`src/rtl/pwm_duty_frequency_meter_assert.svh`:
```
// ----------------------------------------------------------------------------
// pwm duty/frequency meter assertion macros
// clocked property checks that compile away when ASSERT_OFF is defined
// ----------------------------------------------------------------------------
`ifndef PWM_DUTY_FREQUENCY_METER_ASSERT_SVH
`define PWM_DUTY_FREQUENCY_METER_ASSERT_SVH

`ifndef ASSERT_OFF
// same-cycle implication
`define PDFM_ASSERT_NOW(lbl, clk, rst_n, ante, cons) \
	lbl: assert property (@(posedge clk) disable iff (!rst_n) (ante) |-> (cons)) \
		else $error("pdfm assertion failed");
// next-cycle implication
`define PDFM_ASSERT_NEXT(lbl, clk, rst_n, ante, cons) \
	lbl: assert property (@(posedge clk) disable iff (!rst_n) (ante) |=> (cons)) \
		else $error("pdfm assertion failed");
`else
`define PDFM_ASSERT_NOW(lbl, clk, rst_n, ante, cons)
`define PDFM_ASSERT_NEXT(lbl, clk, rst_n, ante, cons)
`endif

`endif

```
`src/rtl/pdfm_pkg.sv`:
```
// ----------------------------------------------------------------------------
// pdfm_pkg
// shared widths, constants and types of the pwm duty/frequency meter
// ----------------------------------------------------------------------------
`default_nettype none

package pdfm_pkg;

	localparam int COUNT_WIDTH_DEF = 24;
	localparam int RATE_W          = 20;
	localparam int TICK_OUT_W      = 24;
	localparam int DUTY_W          = 7;
	localparam int FREQ_W          = 20;
	localparam int QUOT_W          = FREQ_W;
	localparam int STEP_W          = $clog2(QUOT_W);

	localparam logic [RATE_W-1:0] RATE_RESET = RATE_W'(7812);
	localparam logic [DUTY_W-1:0] DUTY_MAX   = DUTY_W'(100);

	// which quotient the shared divider produces
	typedef enum logic {
		DIV_DUTY = 1'b0,
		DIV_FREQ = 1'b1
	} div_mode_t;

	typedef struct packed {
		logic      start;
		div_mode_t mode;
	} div_req_t;

	// status from the edge tracker
	typedef struct packed {
		logic done;      // this beat closed a high or low measurement
		logic low_seen;  // a low time has been measured
	} trk_stat_t;

endpackage

`default_nettype wire

```
`src/rtl/pdfm_in_if.sv`:
```
// ----------------------------------------------------------------------------
// pdfm_in_if
// sample channel: one pwm level per beat
// ----------------------------------------------------------------------------
`default_nettype none

interface pdfm_in_if;
	logic valid;
	logic ready;
	logic pwm_level;

	modport source (output valid, output pwm_level, input ready);
	modport sink   (input valid, input pwm_level, output ready);
endinterface

`default_nettype wire

```
`src/rtl/pdfm_out_if.sv`:
```
// ----------------------------------------------------------------------------
// pdfm_out_if
// result channel: times, duty and frequency per beat
// ----------------------------------------------------------------------------
`default_nettype none

interface pdfm_out_if;
	logic                                  valid;
	logic                                  ready;
	logic [pdfm_pkg::TICK_OUT_W-1:0]       high_ticks;
	logic [pdfm_pkg::TICK_OUT_W-1:0]       low_ticks;
	logic [pdfm_pkg::DUTY_W-1:0]           duty_percent;
	logic [pdfm_pkg::FREQ_W-1:0]           freq_hz;
	logic                                  both_valid;

	modport source (output valid, output high_ticks, output low_ticks,
		output duty_percent, output freq_hz, output both_valid, input ready);
	modport sink (input valid, input high_ticks, input low_ticks,
		input duty_percent, input freq_hz, input both_valid, output ready);
endinterface

`default_nettype wire

```
`src/rtl/pdfm_tracker.sv`:
```
// ----------------------------------------------------------------------------
// pdfm_tracker
// edge detection, phase tracking and saturating high/low tick counting
// ----------------------------------------------------------------------------
`default_nettype none

module pdfm_tracker #(
	parameter int COUNT_WIDTH = pdfm_pkg::COUNT_WIDTH_DEF
) (
	input  wire logic                   clk,
	input  wire logic                   arst_n,
	input  wire logic                   accept,
	input  wire logic                   level,
	output pdfm_pkg::trk_stat_t         stat,
	output logic [COUNT_WIDTH-1:0]      hi_time,
	output logic [COUNT_WIDTH-1:0]      lo_time
);

	typedef enum logic [2:0] {
		PH_WAIT = 3'b001,
		PH_HIGH = 3'b010,
		PH_LOW  = 3'b100
	} phase_t;

	localparam logic [COUNT_WIDTH-1:0] CNT_MAX = '1;
	localparam logic [COUNT_WIDTH-1:0] CNT_ONE = COUNT_WIDTH'(1);

	phase_t                  phase_q;
	logic                    last_q;
	logic                    low_seen_q;
	logic [COUNT_WIDTH-1:0]  count_q;
	logic [COUNT_WIDTH-1:0]  high_q;
	logic [COUNT_WIDTH-1:0]  low_q;
	logic                    rising;
	logic                    falling;
	logic [COUNT_WIDTH-1:0]  count_inc;

	assign rising    = level & ~last_q;
	assign falling   = ~level & last_q;
	assign count_inc = (count_q != CNT_MAX) ? count_q + CNT_ONE : count_q;

	always_ff @(posedge clk or negedge arst_n) begin
		if (!arst_n) begin
			phase_q    <= PH_WAIT;
			last_q     <= 1'b0;
			low_seen_q <= 1'b0;
			count_q    <= '0;
			high_q     <= '0;
			low_q      <= '0;
		end else if (accept) begin
			last_q <= level;
			case (phase_q)
				PH_HIGH: begin
					if (falling) begin
						high_q  <= count_q;
						count_q <= CNT_ONE;
						phase_q <= PH_LOW;
					end else begin
						count_q <= count_inc;
					end
				end
				PH_LOW: begin
					if (rising) begin
						low_q      <= count_q;
						low_seen_q <= 1'b1;
						count_q    <= CNT_ONE;
						phase_q    <= PH_HIGH;
					end else begin
						count_q <= count_inc;
					end
				end
				default: begin
					// waiting for the first rising edge
					if (rising) begin
						count_q <= CNT_ONE;
						phase_q <= PH_HIGH;
					end
				end
			endcase
		end
	end

	assign stat.done     = accept & (((phase_q == PH_HIGH) & falling) |
		((phase_q == PH_LOW) & rising));
	assign stat.low_seen = low_seen_q;
	assign hi_time       = high_q;
	assign lo_time       = low_q;

endmodule

`default_nettype wire

```
`src/rtl/pdfm_divider.sv`:
```
// ----------------------------------------------------------------------------
// pdfm_divider
// shared restoring divider, one quotient bit per cycle
// ----------------------------------------------------------------------------
`default_nettype none

module pdfm_divider #(
	parameter int  DEN_W = pdfm_pkg::COUNT_WIDTH_DEF + 1,
	localparam int QW    = pdfm_pkg::QUOT_W,
	localparam int DW    = DEN_W + QW - 1
) (
	input  wire logic               clk,
	input  wire logic               arst_n,
	input  wire pdfm_pkg::div_req_t req,
	input  wire logic [DW-1:0]      num,
	input  wire logic [DEN_W-1:0]   den,
	output logic                    done,
	output logic [QW-1:0]           quot
);

	localparam int CW = pdfm_pkg::STEP_W;
	localparam int DS = pdfm_pkg::DUTY_W - 1;

	logic          busy_q;
	logic [CW-1:0] cnt_q;
	logic [DW-1:0] rem_q;
	logic [DW-1:0] den_q;
	logic [QW-1:0] q_q;
	logic          ge;

	// duty quotient fits DUTY_W bits since high <= period
	assign ge   = rem_q >= den_q;
	assign done = busy_q && (cnt_q == '0);
	assign quot = {q_q[QW-2:0], ge};

	always_ff @(posedge clk or negedge arst_n) begin
		if (!arst_n) begin
			busy_q <= 1'b0;
			cnt_q  <= '0;
		end else if (req.start) begin
			busy_q <= 1'b1;
			cnt_q  <= (req.mode == pdfm_pkg::DIV_DUTY) ? CW'(DS) : CW'(QW - 1);
		end else if (busy_q) begin
			if (cnt_q == '0) begin
				busy_q <= 1'b0;
			end else begin
				cnt_q <= cnt_q - CW'(1);
			end
		end
	end

	always_ff @(posedge clk) begin
		if (req.start) begin
			rem_q <= num;
			q_q   <= '0;
			if (req.mode == pdfm_pkg::DIV_DUTY) begin
				den_q <= DW'({den, {DS{1'b0}}});
			end else begin
				den_q <= {den, {(QW - 1){1'b0}}};
			end
		end else if (busy_q) begin
			if (ge) begin
				rem_q <= rem_q - den_q;
			end
			den_q <= den_q >> 1;
			q_q   <= quot;
		end
	end

endmodule

`default_nettype wire

```
`src/rtl/pwm_duty_frequency_meter.sv`:
```
// ----------------------------------------------------------------------------
// pwm_duty_frequency_meter
// pwm high/low time, duty percent and frequency from per-tick level samples
// ----------------------------------------------------------------------------
// Each sample beat carries the level of the measured line at one timer tick.
// After reset the meter waits for the first rising edge, then counts high
// ticks up to the falling edge and low ticks up to the next rising edge,
// saturating at 2^COUNT_WIDTH-1. Every falling edge, and every rising edge
// after the first, yields one result beat: both times (clipped to 24 bits),
// duty = floor(100*high/period) and freq = floor(tick_rate_hz/period), with
// both_valid set once a low time exists. A sample that closes a measurement
// occupies the meter: the sequencer loads one shared restoring divider, which
// produces 7 duty bits and then 20 frequency bits, one bit per cycle, and the
// result then waits until the output register is free; other samples do not
// hold the meter. The finished result sits in an output register, so new
// samples are taken while it waits. tick_rate_hz resets to 7812; the user must
// write it through cfg_we/cfg_data only while the meter is idle; not enforced.
// ----------------------------------------------------------------------------
`default_nettype none
`include "pwm_duty_frequency_meter_assert.svh"

module pwm_duty_frequency_meter #(
	parameter int COUNT_WIDTH = pdfm_pkg::COUNT_WIDTH_DEF
) (
	input  wire logic                          clk,
	input  wire logic                          arst_n,
	input  wire logic                          cfg_we,
	input  wire logic [pdfm_pkg::RATE_W-1:0]   cfg_data,
	pdfm_in_if.sink                            sample,
	pdfm_out_if.source                         result
);

	localparam int PW = COUNT_WIDTH + 1;            // period width
	localparam int QW = pdfm_pkg::QUOT_W;
	localparam int DW = PW + QW - 1;                // divider datapath width
	localparam int TW = pdfm_pkg::TICK_OUT_W;
	localparam int RW = pdfm_pkg::RATE_W;
	localparam int YW = pdfm_pkg::DUTY_W;
	localparam int FW = pdfm_pkg::FREQ_W;

	// sequencer states
	typedef enum logic [4:0] {
		ST_IDLE = 5'b00001,  // taking samples
		ST_LOAD = 5'b00010,  // start the duty division
		ST_DUTY = 5'b00100,  // duty bits in progress
		ST_FREQ = 5'b01000,  // frequency bits in progress
		ST_HOLD = 5'b10000   // waiting for the output register
	} state_t;

	state_t                   state_q;
	logic [RW-1:0]            rate_q;
	logic                     acc;
	pdfm_pkg::trk_stat_t      trk_stat;
	logic [COUNT_WIDTH-1:0]   hi_time;
	logic [COUNT_WIDTH-1:0]   lo_time;
	logic [PW-1:0]            period;
	logic                     zero_period;
	logic [DW-1:0]            hi_ext;
	logic [DW-1:0]            div_num;
	pdfm_pkg::div_req_t       div_req;
	logic                     div_done;
	logic [QW-1:0]            div_quot;
	logic [YW-1:0]            duty_q;
	logic [FW-1:0]            freq_q;
	logic                     out_free;
	logic                     out_load;
	logic                     out_valid_q;
	logic [TW-1:0]            high_sat;
	logic [TW-1:0]            low_sat;
	logic [TW-1:0]            high_out_q;
	logic [TW-1:0]            low_out_q;
	logic [YW-1:0]            duty_out_q;
	logic [FW-1:0]            freq_out_q;
	logic                     both_out_q;

	// tick rate register
	always_ff @(posedge clk or negedge arst_n) begin
		if (!arst_n) begin
			rate_q <= pdfm_pkg::RATE_RESET;
		end else if (cfg_we) begin
			rate_q <= cfg_data;
		end
	end

	// samples are only taken between measurements
	assign sample.ready = (state_q == ST_IDLE);
	assign acc          = sample.valid & sample.ready;

	pdfm_tracker #(
		.COUNT_WIDTH (COUNT_WIDTH)
	) u_tracker (
		.clk     (clk),
		.arst_n  (arst_n),
		.accept  (acc),
		.level   (sample.pwm_level),
		.stat    (trk_stat),
		.hi_time (hi_time),
		.lo_time (lo_time)
	);

	// period never wraps: one extra bit
	assign period      = {1'b0, hi_time} + {1'b0, lo_time};
	assign zero_period = (period == '0);

	// 100*high as shift-add: 64 + 32 + 4
	assign hi_ext = DW'(hi_time);

	always_comb begin
		if (state_q == ST_LOAD) begin
			div_num = (hi_ext << 6) + (hi_ext << 5) + (hi_ext << 2);
		end else begin
			div_num = DW'(rate_q);
		end
	end

	// duty division starts from the load state, frequency right after duty ends
	assign div_req.start = (state_q == ST_LOAD) || ((state_q == ST_DUTY) && div_done);
	assign div_req.mode  = (state_q == ST_LOAD) ? pdfm_pkg::DIV_DUTY : pdfm_pkg::DIV_FREQ;

	pdfm_divider #(
		.DEN_W (PW)
	) u_divider (
		.clk    (clk),
		.arst_n (arst_n),
		.req    (div_req),
		.num    (div_num),
		.den    (period),
		.done   (div_done),
		.quot   (div_quot)
	);

	// output register frees up as the current beat leaves
	assign out_free = !out_valid_q || result.ready;
	assign out_load = (state_q == ST_HOLD) && out_free;

	always_ff @(posedge clk or negedge arst_n) begin
		if (!arst_n) begin
			state_q <= ST_IDLE;
		end else begin
			case (state_q)
				ST_IDLE: begin
					if (trk_stat.done) begin
						state_q <= ST_LOAD;
					end
				end
				ST_LOAD: begin
					state_q <= ST_DUTY;
				end
				ST_DUTY: begin
					if (div_done) begin
						state_q <= ST_FREQ;
					end
				end
				ST_FREQ: begin
					if (div_done) begin
						state_q <= ST_HOLD;
					end
				end
				ST_HOLD: begin
					if (out_free) begin
						state_q <= ST_IDLE;
					end
				end
				default: begin
					state_q <= ST_IDLE;
				end
			endcase
		end
	end

	// quotient capture
	always_ff @(posedge clk) begin
		if ((state_q == ST_DUTY) && div_done) begin
			duty_q <= div_quot[YW-1:0];
		end
		if ((state_q == ST_FREQ) && div_done) begin
			freq_q <= div_quot[FW-1:0];
		end
	end

	// clip tick counts to the 24-bit result fields
	always_comb begin
		if ((COUNT_WIDTH > TW) && ((hi_time >> TW) != '0)) begin
			high_sat = '1;
		end else begin
			high_sat = TW'(hi_time);
		end
		if ((COUNT_WIDTH > TW) && ((lo_time >> TW) != '0)) begin
			low_sat = '1;
		end else begin
			low_sat = TW'(lo_time);
		end
	end

	always_ff @(posedge clk or negedge arst_n) begin
		if (!arst_n) begin
			out_valid_q <= 1'b0;
		end else if (out_load) begin
			out_valid_q <= 1'b1;
		end else if (result.ready) begin
			out_valid_q <= 1'b0;
		end
	end

	always_ff @(posedge clk) begin
		if (out_load) begin
			high_out_q <= high_sat;
			low_out_q  <= low_sat;
			duty_out_q <= zero_period ? '0 : duty_q;
			freq_out_q <= zero_period ? '0 : freq_q;
			both_out_q <= trk_stat.low_seen;
		end
	end

	assign result.valid        = out_valid_q;
	assign result.high_ticks   = high_out_q;
	assign result.low_ticks    = low_out_q;
	assign result.duty_percent = duty_out_q;
	assign result.freq_hz      = freq_out_q;
	assign result.both_valid   = both_out_q;

	// a closed measurement always kicks off the duty division
	`PDFM_ASSERT_NEXT(a_done_starts_div, clk, arst_n, trk_stat.done, state_q == ST_LOAD)
	// the divider only finishes while the sequencer waits for it
	`PDFM_ASSERT_NOW(a_div_done_owned, clk, arst_n, div_done, state_q == ST_DUTY || state_q == ST_FREQ)
	// duty never exceeds one hundred percent
	`PDFM_ASSERT_NOW(a_duty_range, clk, arst_n, result.valid, result.duty_percent <= pdfm_pkg::DUTY_MAX)
	// once both times are known the low time is nonzero
	`PDFM_ASSERT_NOW(a_low_nonzero, clk, arst_n, result.valid && result.both_valid, result.low_ticks != '0)

endmodule

`default_nettype wire
```
`src/flat_wrapper.sv`:
```
// flat-port wrapper written by rule: the top's interface ports become plain ports
module pwm_duty_frequency_meter_flat 
#(
	parameter int COUNT_WIDTH = pdfm_pkg::COUNT_WIDTH_DEF
)
  (clk, arst_n, cfg_we, cfg_data, sample_valid, sample_pwm_level, sample_ready, result_valid, result_high_ticks, result_low_ticks, result_duty_percent, result_freq_hz, result_both_valid, result_ready);
  pdfm_in_if sample_i ();
  pdfm_out_if result_i ();
  input  wire logic clk;
  input  wire logic arst_n;
  input  wire logic cfg_we;
  input  wire logic [pdfm_pkg::RATE_W-1:0] cfg_data;
  input wire logic [$bits(sample_i.valid)-1:0] sample_valid;
  input wire logic [$bits(sample_i.pwm_level)-1:0] sample_pwm_level;
  output wire logic [$bits(sample_i.ready)-1:0] sample_ready;
  output wire logic [$bits(result_i.valid)-1:0] result_valid;
  output wire logic [$bits(result_i.high_ticks)-1:0] result_high_ticks;
  output wire logic [$bits(result_i.low_ticks)-1:0] result_low_ticks;
  output wire logic [$bits(result_i.duty_percent)-1:0] result_duty_percent;
  output wire logic [$bits(result_i.freq_hz)-1:0] result_freq_hz;
  output wire logic [$bits(result_i.both_valid)-1:0] result_both_valid;
  input wire logic [$bits(result_i.ready)-1:0] result_ready;
  assign sample_i.valid = sample_valid;
  assign sample_i.pwm_level = sample_pwm_level;
  assign sample_ready = sample_i.ready;
  assign result_valid = result_i.valid;
  assign result_high_ticks = result_i.high_ticks;
  assign result_low_ticks = result_i.low_ticks;
  assign result_duty_percent = result_i.duty_percent;
  assign result_freq_hz = result_i.freq_hz;
  assign result_both_valid = result_i.both_valid;
  assign result_i.ready = result_ready;
  pwm_duty_frequency_meter #(.COUNT_WIDTH(COUNT_WIDTH)) u_core (.clk(clk), .arst_n(arst_n), .cfg_we(cfg_we), .cfg_data(cfg_data), .sample(sample_i), .result(result_i));
endmodule
```
`config.mk`:
```
export PLATFORM = sky130hd
export DESIGN_NAME = pwm_duty_frequency_meter_flat
export DESIGN_NICKNAME = d
export VERILOG_FILES = /design/src/rtl/pdfm_pkg.sv /design/src/rtl/pdfm_in_if.sv /design/src/rtl/pdfm_out_if.sv /design/src/rtl/pdfm_tracker.sv /design/src/rtl/pdfm_divider.sv /design/src/rtl/pwm_duty_frequency_meter.sv /design/src/flat_wrapper.sv
export VERILOG_INCLUDE_DIRS = /design/src /design/src/rtl
export SDC_FILE = /design/constraint.sdc
export NUM_CORES = 1
export LEC_CHECK = 0
export BUFFER_PORTS_ARGS = -buffer_cell sky130_fd_sc_hd__buf_2
export CELL_PAD_IN_SITES_DETAIL_PLACEMENT = 0
export CELL_PAD_IN_SITES_GLOBAL_PLACEMENT = 1
export CORE_MARGIN = 5
export CORE_UTILIZATION = 40
export CTS_CLUSTER_SIZE = 25
export DETAILED_ROUTE_END_ITERATION = 10
export PLACE_DENSITY_LB_ADDON = 0.12
export SLEW_MARGIN = 20
export SYNTH_ARGS = -nofsm -noshare
export SYNTH_HDL_FRONTEND = slang
export SYNTH_SLANG_ARGS = --single-unit
```
`constraint.sdc`:
```
create_clock -name clk -period 11.99 [get_ports clk]
set_input_delay 1.7985 -clock clk [delete_from_list [all_inputs] [get_ports clk]]
set_output_delay 1.7985 -clock clk [all_outputs]
set_load 0.01 [all_outputs]
```
-- Word level (Yosys, flattened, before mapping)
Index checks and enable logic that the tools add are counted.
- ROM bits: 0
- flip-flop bits (word level): 319
- memories kept: 0
- bits of input ports: 26
- bits in latches: 0
- word-level logic and storage cells: 101
- memory bits (writable): 0
- add/sub/neg operators: 6
- divide/modulo/power cells: 0
- reductions and logical operators: 21
- shift operators: 0
- $lt $le $gt $ge: 1
- bitwise gates (word level): 9
- eq/ne operators: 14
- muxes and demuxes: 29
- multipliers: 0
- operators by type and width (operator ; count):
    2-to-1 mux 44 bit ; 7
    2-to-1 mux 24 bit ; 4
    case mux 24 bit (2 select lines) ; 1
    adder 44 x 26 -> 44 bit ; 1
    >= comparator 44 bit ; 1
    subtractor 44 bit ; 1
    2-to-1 mux 5 bit ; 8
    adder 30 x 29 -> 31 bit ; 1
    adder 24 x 24 -> 25 bit ; 1
    logical NOT 25 bit ; 1
    case mux 5 bit (5 select lines) ; 1
    adder 24 x 1 -> 24 bit, second input constant ; 1
    != test 24 bit, second input constant ; 1
    2-to-1 mux 3 bit ; 3
    AND reduction 3 bit ; 3
    != test 2 x 1 -> 1 bit, second input constant ; 4
    nonzero test 2 bit ; 4
    AND 1 bit ; 6
    AND reduction 2 bit ; 3
    equality test 5 x 1 -> 1 bit, second input constant ; 1
    equality test 5 x 2 -> 1 bit, second input constant ; 1
    equality test 5 x 3 -> 1 bit, second input constant ; 1
    equality test 5 x 4 -> 1 bit, second input constant ; 1
    equality test 5 bit, second input constant ; 1
    13 further kinds ; 23

-- Logic depth before layout (Yosys ltp)
Gate-level depths: netlist of the first run.
- depth after elaboration: 7
- depth in mapped cells: 20
- depth with buffers taken out: 20

-- Modules after synthesis
A second synthesis of the first run with hierarchy kept.
- cells, all modules: 1795
- area, all modules: 18721.7 um^2
- modules (own cells, without submodules) (module ; times used ; cells an instance ; area an instance (um^2)):
    pwm_duty_frequency_meter ; 1 ; 657 ; 7637.3
    pdfm_divider ; 1 ; 831 ; 7571.0
    pdfm_tracker ; 1 ; 307 ; 3513.4

-- Worst setup path after synthesis of the first run
OpenSTA, ideal clock, no wires.
- kind: in2reg
- from: input result_ready
- to: register u_core.both_out_q, in the netlist u_core.result.both_valid (enable)
- stages: 2
- required time: 11.471 ns
- setup slack: 6.147 ns
- data arrival time: 5.324 ns
- library setup time: 0.519 ns
- cell sequence: nand2b_1 > nor2b_1
- word-level cells in the longest chain between the ends: 2
- ends and longest elaborated chain (what ; line ; source):
    start: declaration ; flat_wrapper.sv:22 ; input wire logic [$bits(result_i.ready)-1:0] result_ready;
    logical OR 1 bit ; pwm_duty_frequency_meter.sv:133 ; assign out_free = !out_valid_q || result.ready;
    logical AND 1 bit ; pwm_duty_frequency_meter.sv:134 ; assign out_load = (state_q == ST_HOLD) && out_free;
    named net u_core.out_load ; pwm_duty_frequency_meter.sv:66 ; logic out_load;
    end signal: assignment ; pwm_duty_frequency_meter.sv:211 ; both_out_q <= trk_stat.low_seen;
    end: declaration ; pwm_duty_frequency_meter.sv:74 ; logic both_out_q;
The timed path passes the listed nets, and every way through them passes these cells.
A chain may end at the register's enable or synchronous reset.

-- Worst setup path in the final report of the first run
- from: register u_core.u_tracker.high_q[1], in the netlist u_core.u_tracker.hi_time[1]
- to: register u_core.u_divider.rem_q[31] (data pin)
- word-level cells in the longest chain between the ends: 4
- ends and longest elaborated chain (what ; line ; source):
    start: declaration ; pdfm_tracker.sv:32 ; logic [COUNT_WIDTH-1:0] high_q;
    start signal: assignment ; pdfm_tracker.sv:55 ; high_q <= count_q;
    adder 30 x 29 -> 31 bit ; pwm_duty_frequency_meter.sv:110 ; div_num = (hi_ext << 6) + (hi_ext << 5) + (hi_ext << 2);
    adder 44 x 26 -> 44 bit * ; pwm_duty_frequency_meter.sv:110 ;
    2-to-1 mux 44 bit * ; pwm_duty_frequency_meter.sv:109 ; if (state_q == ST_LOAD) begin
    2-to-1 mux 44 bit * ; pdfm_divider.sv:53 ; if (req.start) begin
    end signal: assignment ; pdfm_divider.sv:54 ; rem_q <= num;
    end signal: assignment ; pdfm_divider.sv:63 ; rem_q <= rem_q - den_q;
    end: declaration ; pdfm_divider.sv:26 ; logic [DW-1:0] rem_q;
Every way passes the cells marked *; elsewhere a longest branch is shown, timed or not.

==> results of run 1 <==
==> metal layers <==
metal | vias to the layer above | global-route usage
li1 | 6513 | -
met1 | 6346 | 0.257
met2 | 263 | 0.314
met3 | 77 | 0.0255
met4 | 0 | 0.0573
met5 | - | 0
==> worst paths after layout <==
kind,slack (ns),startpoint,to
worst max-delay path,7.09,u_core.u_tracker.hi_time[1],u_core.u_divider.rem_q[31]
worst min-delay path,0.44,u_core.u_divider.q_q[18],u_core.freq_q[19]
worst max register to register,7.09,u_core.u_tracker.hi_time[1],u_core.u_divider.rem_q[31]
worst min register to register,0.44,u_core.u_divider.q_q[18],u_core.freq_q[19]
max in group asynchronous,9.46,arst_n,u_core.rate_q[17]
min in group asynchronous,1.25,arst_n,u_core.u_tracker.phase_q[1]
==> kinds of logic (layout without fill, tap and decap cells) <==
kind of cell / count (synthesis) / after routing / synth area share
AND/OR/NAND/NOR: 492 / 492 / 0.139
AO/OA/AOI/OAI: 427 / 427 / 0.150
flip-flops: 319 / 319 / 0.487
buffers and inverters: 142 / 274 / 0.0302
adder cells (fa/ha/maj): 123 / 123 / 0.0863
XOR/XNOR: 112 / 112 / 0.0540
multiplexers: 88 / 88 / 0.0530
==> sequential cells by signal, indices dropped and copies added, names as in the netlist, 7 cells and up <==
signal / flops
u_core.result.duty_percent: 7
u_core.u_divider.q_q: 19
u_core.u_tracker.lo_time: 24
u_core.result.low_ticks: 24
u_core.result.freq_hz: 20
u_core.u_tracker.count_q: 24
u_core.freq_q: 20
u_core.u_divider.den_q: 44
u_core.duty_q: 7
u_core.result.high_ticks: 24
u_core.rate_q: 20
u_core.u_tracker.hi_time: 24
u_core.u_divider.rem_q: 44
==> through the flow <==
step,hold WS [ns],instance area [µm²]
detailed placement,0.425,19400
global route,0.460,20600
CTS,0.445,20600
floorplan,0.408,18200
finish,0.438,20600
global placement,0.431,19400
==> final cells by class <==
cell class / count / area [µm²]
flip-flops and latches: 319 / 8850
multi-input cells: 1242 / 8810
inverters: 89 / 334
clock buffers: 41 / 983
fillers: 4284 / 24600
well taps: 600 / 751
repair buffers: 119 / 638
clock inverters: 25 / 221
==> report_power, final <==
group	switching (mW)	total [mW]	internal [mW]
sequential	0.0965	1.45	1.35
clock	0.477	1.12	0.643
combinational	0.683	1.13	0.450
total	1.26	3.70	2.45
==> critical path, delay by kind of cell, from the launching register on <==
kind	cells	cell delay (ns)
compound gates	10	2.37
flops	1	0.49
buf+inv	1	0.05
simple gates	5	0.61
xor+xnor	1	0.23
fa+ha+maj	3	0.89
==> synth_stat cells (7+ instances only) <==
cell type	number
a211oi_1	7
edfxtp_1	191
o211ai_1	8
o21a_1	14
nand3_1	57
and3_1	15
nor4_1	7
and2_1	8
nand2_1	110
a21oi_1	107
a22oi_1	16
a31oi_1	15
or2_2	9
o31ai_1	14
buf_1	7
o21ai_0	100
mux2i_1	22
nor3_1	33
nor2b_2	20
o22ai_1	17
dfrtp_1	101
xnor2_1	67
nor2b_1	24
ha_1	119
nand2b_1	25
o21bai_1	16
and4_1	7
o221ai_1	18
xor2_1	45
a21o_1	53
or3_1	10
dfxtp_1	19
mux2_2	66
clkbuf_1	44
dfstp_2	8
inv_1	88
nor2_1	121
nand4_1	23
==> impl_metrics.ini, run 1 <==
[sta]
finalCritPeriodShare = 0.408
finalSetupTns_ns = 0
hold_viol_final = 0
relSlewSlack = 0.196
rsz0062_at_grt = no
max_freq_mhz = 204
setup_viol = 0
tightest_slew_ns = 1.20
setup_slack_ns = 7.09
final_max_slew_viol_count = 0
clock_skew_ns = 0.0232
final.min_clock_period_ns = 4.90

[outcome]
status = completed

[clock_network]
holdBufCountCts = 0
ctsResizeCount = 0
clk_pin_slew_ns = 0.06
clock_latency_ns = 0.56
htree_num_levels = 2
numClockSinks = 319
clock_path_buffers = 3
numCtsBuffers = 37
cts_root_buffer = clkbuf_16
cts_tree = done
cts_setup_buffers = 0

[logic_synthesis]
synth_area_leader_cell = edfxtp_1
synth_top_cell_area_share = 0.316
yosysWarnings = 0
syn_inst = 1703
syn_avg_cell_area_um2 = 10.7
synth-seq-cells = 319
synth_edf_count = 191
synth-seq-area-share = 0.487
async_flop_share = 0.342
ys_types = 76
synth_ff_type = edfxtp_1
yosys-top-cells-area = edfxtp_1 32%, dfrtp_1 14%, ha_1 8.2%
syn_nets = 1852
syn-cell-area_um2 = 18200

[placement]
numPortBuffers = 103
gp_congestion = 0.864
placed_cells = 2369
dp_hpwl_um = 34500
pre_cts_ws_ns = 7.11

[global_routing]
overflow = 0
grt_max_degree = 65
grt_pass1_vias = 13200
grt.total_usage = 0.188
grt_pass1_wl_um = 74700
antenna_found_initial = 0

[layout]
area.growth.synth_to_final_pct = 13.3
final_common_cell = edfxtp_1
num_antenna_cells = 0
finalNetCount = 1957
final-instance-count-excl-fill = 2435
layout_common_cells = 191 x edfxtp_1, 120 x nor2_1, 119 x ha_1
final_util = 0.456
drive_gt1_frac = 0.163

[routing]
routed-wl-met3_um = 2190
met2_length_um = 22600
drt_iter0_markers = 895
drt-met1-wl_um = 21500
route.detailed.drc = 0
top_layer_used = met4
firstDrtPassIters = 5
routedWlPerCell_um = 19.5
num_vias = 13200
drt_wl_total_um = 47600
routed_via_density = 5.42
postRouteAntennaNets = 0

[pwr]
p_total_mw = 3.70
leakagePower_nw = 9.04
peakVddDrop_uv = 89.8
power_density_nw_per_um2 = 180

[setup_path]
cp.arrival_ns = 5.20
rr_worst_depth = 20
start_kind = flop
path_cells = ha_1, inv_1, fa_1, nor2b_1, o2111ai_1, nand3_1, nand2_1, o21ai_0, xor2_1, ha_1, a21oi_1, o31ai_1, a21oi_1, nor2b_1, o22a_1, a221oi_1, a211oi_1, o21ai_0, nor3_1, a22o_1
cpMaxStageDelayCell = a221oi_1
cpPeakStageDelay_ns = 0.54
crit_type = reg -> reg
cp-end-kind = flop
required_ns = 12.30
path_max_fanout = 7

[floorplan]
ioPinCount = 104
fp.dieH_um = 223
start_util = 0.402
core_area_um2 = 45200
fp-row-count = 78
dieWidth_um = 223
die-area_um2 = 49800

[min_path]
hold_path_depth = 0
hold_class = reg -> reg

[job]
drv_cap = 0
Note: power is estimated with default switching activity, not from simulation.
==> inputs of run 2 (changes only) <==
==> constraint.sdc (replaced) <==
create_clock -name clk -period 4.9 [get_ports clk]
set_input_delay 0.735 -clock clk [delete_from_list [all_inputs] [get_ports clk]]
set_output_delay 0.735 -clock clk [all_outputs]
set_load 0.01 [all_outputs]
==> run 2 against run 1 <==
- critical endpoint is now u_core.u_divider.rem_q[30]
- via count grew 1.0%
- core utilization up 0.50 points
- sequential share of layout area is 0.47 points lower
- die area did not move
- clock skew fell by 0.0018 ns
- highest routed layer unchanged
- critical path depth shrank 4
- hold slack lost 0.16 ns
==> impl_metrics.ini, run 2 (synthesized netlist as in run 1, its figures left out) <==
[global_routing]
overflow = 0
grt.total_usage = 0.192
antenna_found_initial = 0
grt_max_degree = 69
grt_pass1_vias = 13500
grt_pass1_wl_um = 76300

[floorplan]
ioPinCount = 104
die-area_um2 = 49800
core_area_um2 = 45200
fp-row-count = 78
fp.dieH_um = 223
dieWidth_um = 223
start_util = 0.402

[routing]
num_vias = 13300
drt_wl_total_um = 48600
route.detailed.drc = 0
routedWlPerCell_um = 19.8
postRouteAntennaNets = 0
routed_via_density = 5.43
drt_iter0_markers = 734
firstDrtPassIters = 5

[pwr]
peakVddDrop_uv = 224
leakagePower_nw = 9.14
power_density_nw_per_um2 = 443

[clock_network]
clk_pin_slew_ns = 0.06
cts_root_buffer = clkbuf_16
clock_path_buffers = 3
cts_setup_buffers = 0
htree_num_levels = 2
numCtsBuffers = 37
cts_tree = done
clock_latency_ns = 0.56
numClockSinks = 319

[sta]
clock_skew_ns = 0.0214
finalSetupTns_ns = 0
relSlewSlack = 0.401
rsz0062_at_grt = no
tightest_slew_ns = 0.898
max_freq_mhz = 222
final.min_clock_period_ns = 4.50
hold_viol_final = 0
finalCritPeriodShare = 0.918
final_max_slew_viol_count = 0
setup_viol = 0

[placement]
dp_hpwl_um = 36000
placed_cells = 2388
numPortBuffers = 103
gp_congestion = 0.847
postPlaceCellArea_um2 = 19600

[layout]
layout_common_cells = 191 x edfxtp_1, 120 x nor2_1, 119 x ha_1
area.growth.synth_to_final_pct = 14.6
finalNetCount = 1976
final_area_um2 = 20800
top_regs = u_core.u_divider.den_q (44), u_core.u_divider.rem_q (44)
drive_gt1_frac = 0.175
final_common_cell = edfxtp_1
final-instance-count-excl-fill = 2456
num_antenna_cells = 0

[setup_path]
required_ns = 5.17
start_kind = flop
path_max_fanout = 7
rr_worst_depth = 16
crit_type = reg -> reg
cp.arrival_ns = 4.77
cp-end-kind = flop

[outcome]
status = completed

[job]
drv_cap = 0

[min_path]
hold_class = in -> async
[run 2: cell types whose count changed in the layout (fill, tap and decap cells not counted), sizes merged]
cell | before | now
buf | 119 | 138
clkinv | 21 | 14
clkbuf | 41 | 45
clkinvlp | 0 | 4
bufinv | 2 | 5
inv | 91 | 89
[run 2: path summary, 6_finish.rpt]
kind / end / slack [ns] / from
max in group asynchronous: u_core.rate_q[18] / 3.48 / arst_n
setup reg to reg: u_core.u_divider.rem_q[30] / 0.40 / u_core.u_tracker.hi_time[4]
hold reg to reg: u_core.freq_q[19] / 0.45 / u_core.u_divider.q_q[18]
min in group clk: u_core.rate_q[1] / 0.40 / cfg_data[1]
setup / recovery: u_core.u_divider.rem_q[30] / 0.40 / u_core.u_tracker.hi_time[4]
hold / removal: u_core.u_tracker.count_q[1] / 0.28 / arst_n
[run 2: per-stage QoR]
step | setup slack [ns] | power [mW] | hold slack (ns) | utilization
2_1_floorplan | 0.0941 | 5.60 | 0.408 | -
3_3_place_gp | 0.229 | 6.40 | 0.433 | 0.433
3_5_place_dp | 0.150 | 6.42 | 0.439 | 0.433
4_1_cts | 0.125 | 9.32 | 0.307 | 0.460
5_1_grt | 0.0192 | 9.78 | 0.353 | 0.461
6_report | 0.402 | 9.23 | 0.278 | 0.461
[run 2: where the power goes]
group	switching [mW]	total (mW)	internal [mW]
Combinational	1.68	2.83	1.15
Sequential	0.230	3.54	3.31
Clock	1.16	2.86	1.70
[run 2: layer usage]
metal	part of all wire	routed length (µm)	global-route usage
met1	0.47	22800	0.267
met3	0.037	1810	0.0324
met4	0.022	1050	0.0433
met5	0	0	0
met2	0.47	23000	0.319
[run 2: what timing repair did]
item,in CTS,in global routing
gates resized for setup,0,5
endpoints found under the setup margin,0,4
endpoints found under the hold margin,0,0
hold buffers,0,0
[run 2: area by class of cell]
type / count / area (µm²)
fillers: 4288 / 24400
flip-flops and latches: 319 / 8850
multi-input cells: 1242 / 8820
clock buffers: 45 / 976
repair buffers: 138 / 806
well taps: 600 / 751
inverters: 89 / 334
clock inverters: 23 / 279
[run 2: worst max-delay path, cell delays in order (launching register included)]
cell and delay, ns:
dfrtp_1 0.49, ha_1 0.40, and2_1 0.17, a311oi_1 0.46
a2111oi_2 0.20, nor2_1 0.12, nand2_1 0.09, a21o_1 0.20
a21oi_1 0.17, xnor2_1 0.09, ha_1 0.37, nand4_1 0.12
or4_1 0.52, a31oi_1 0.37, nand4_1 0.16, xnor2_1 0.19
o22ai_1 0.10
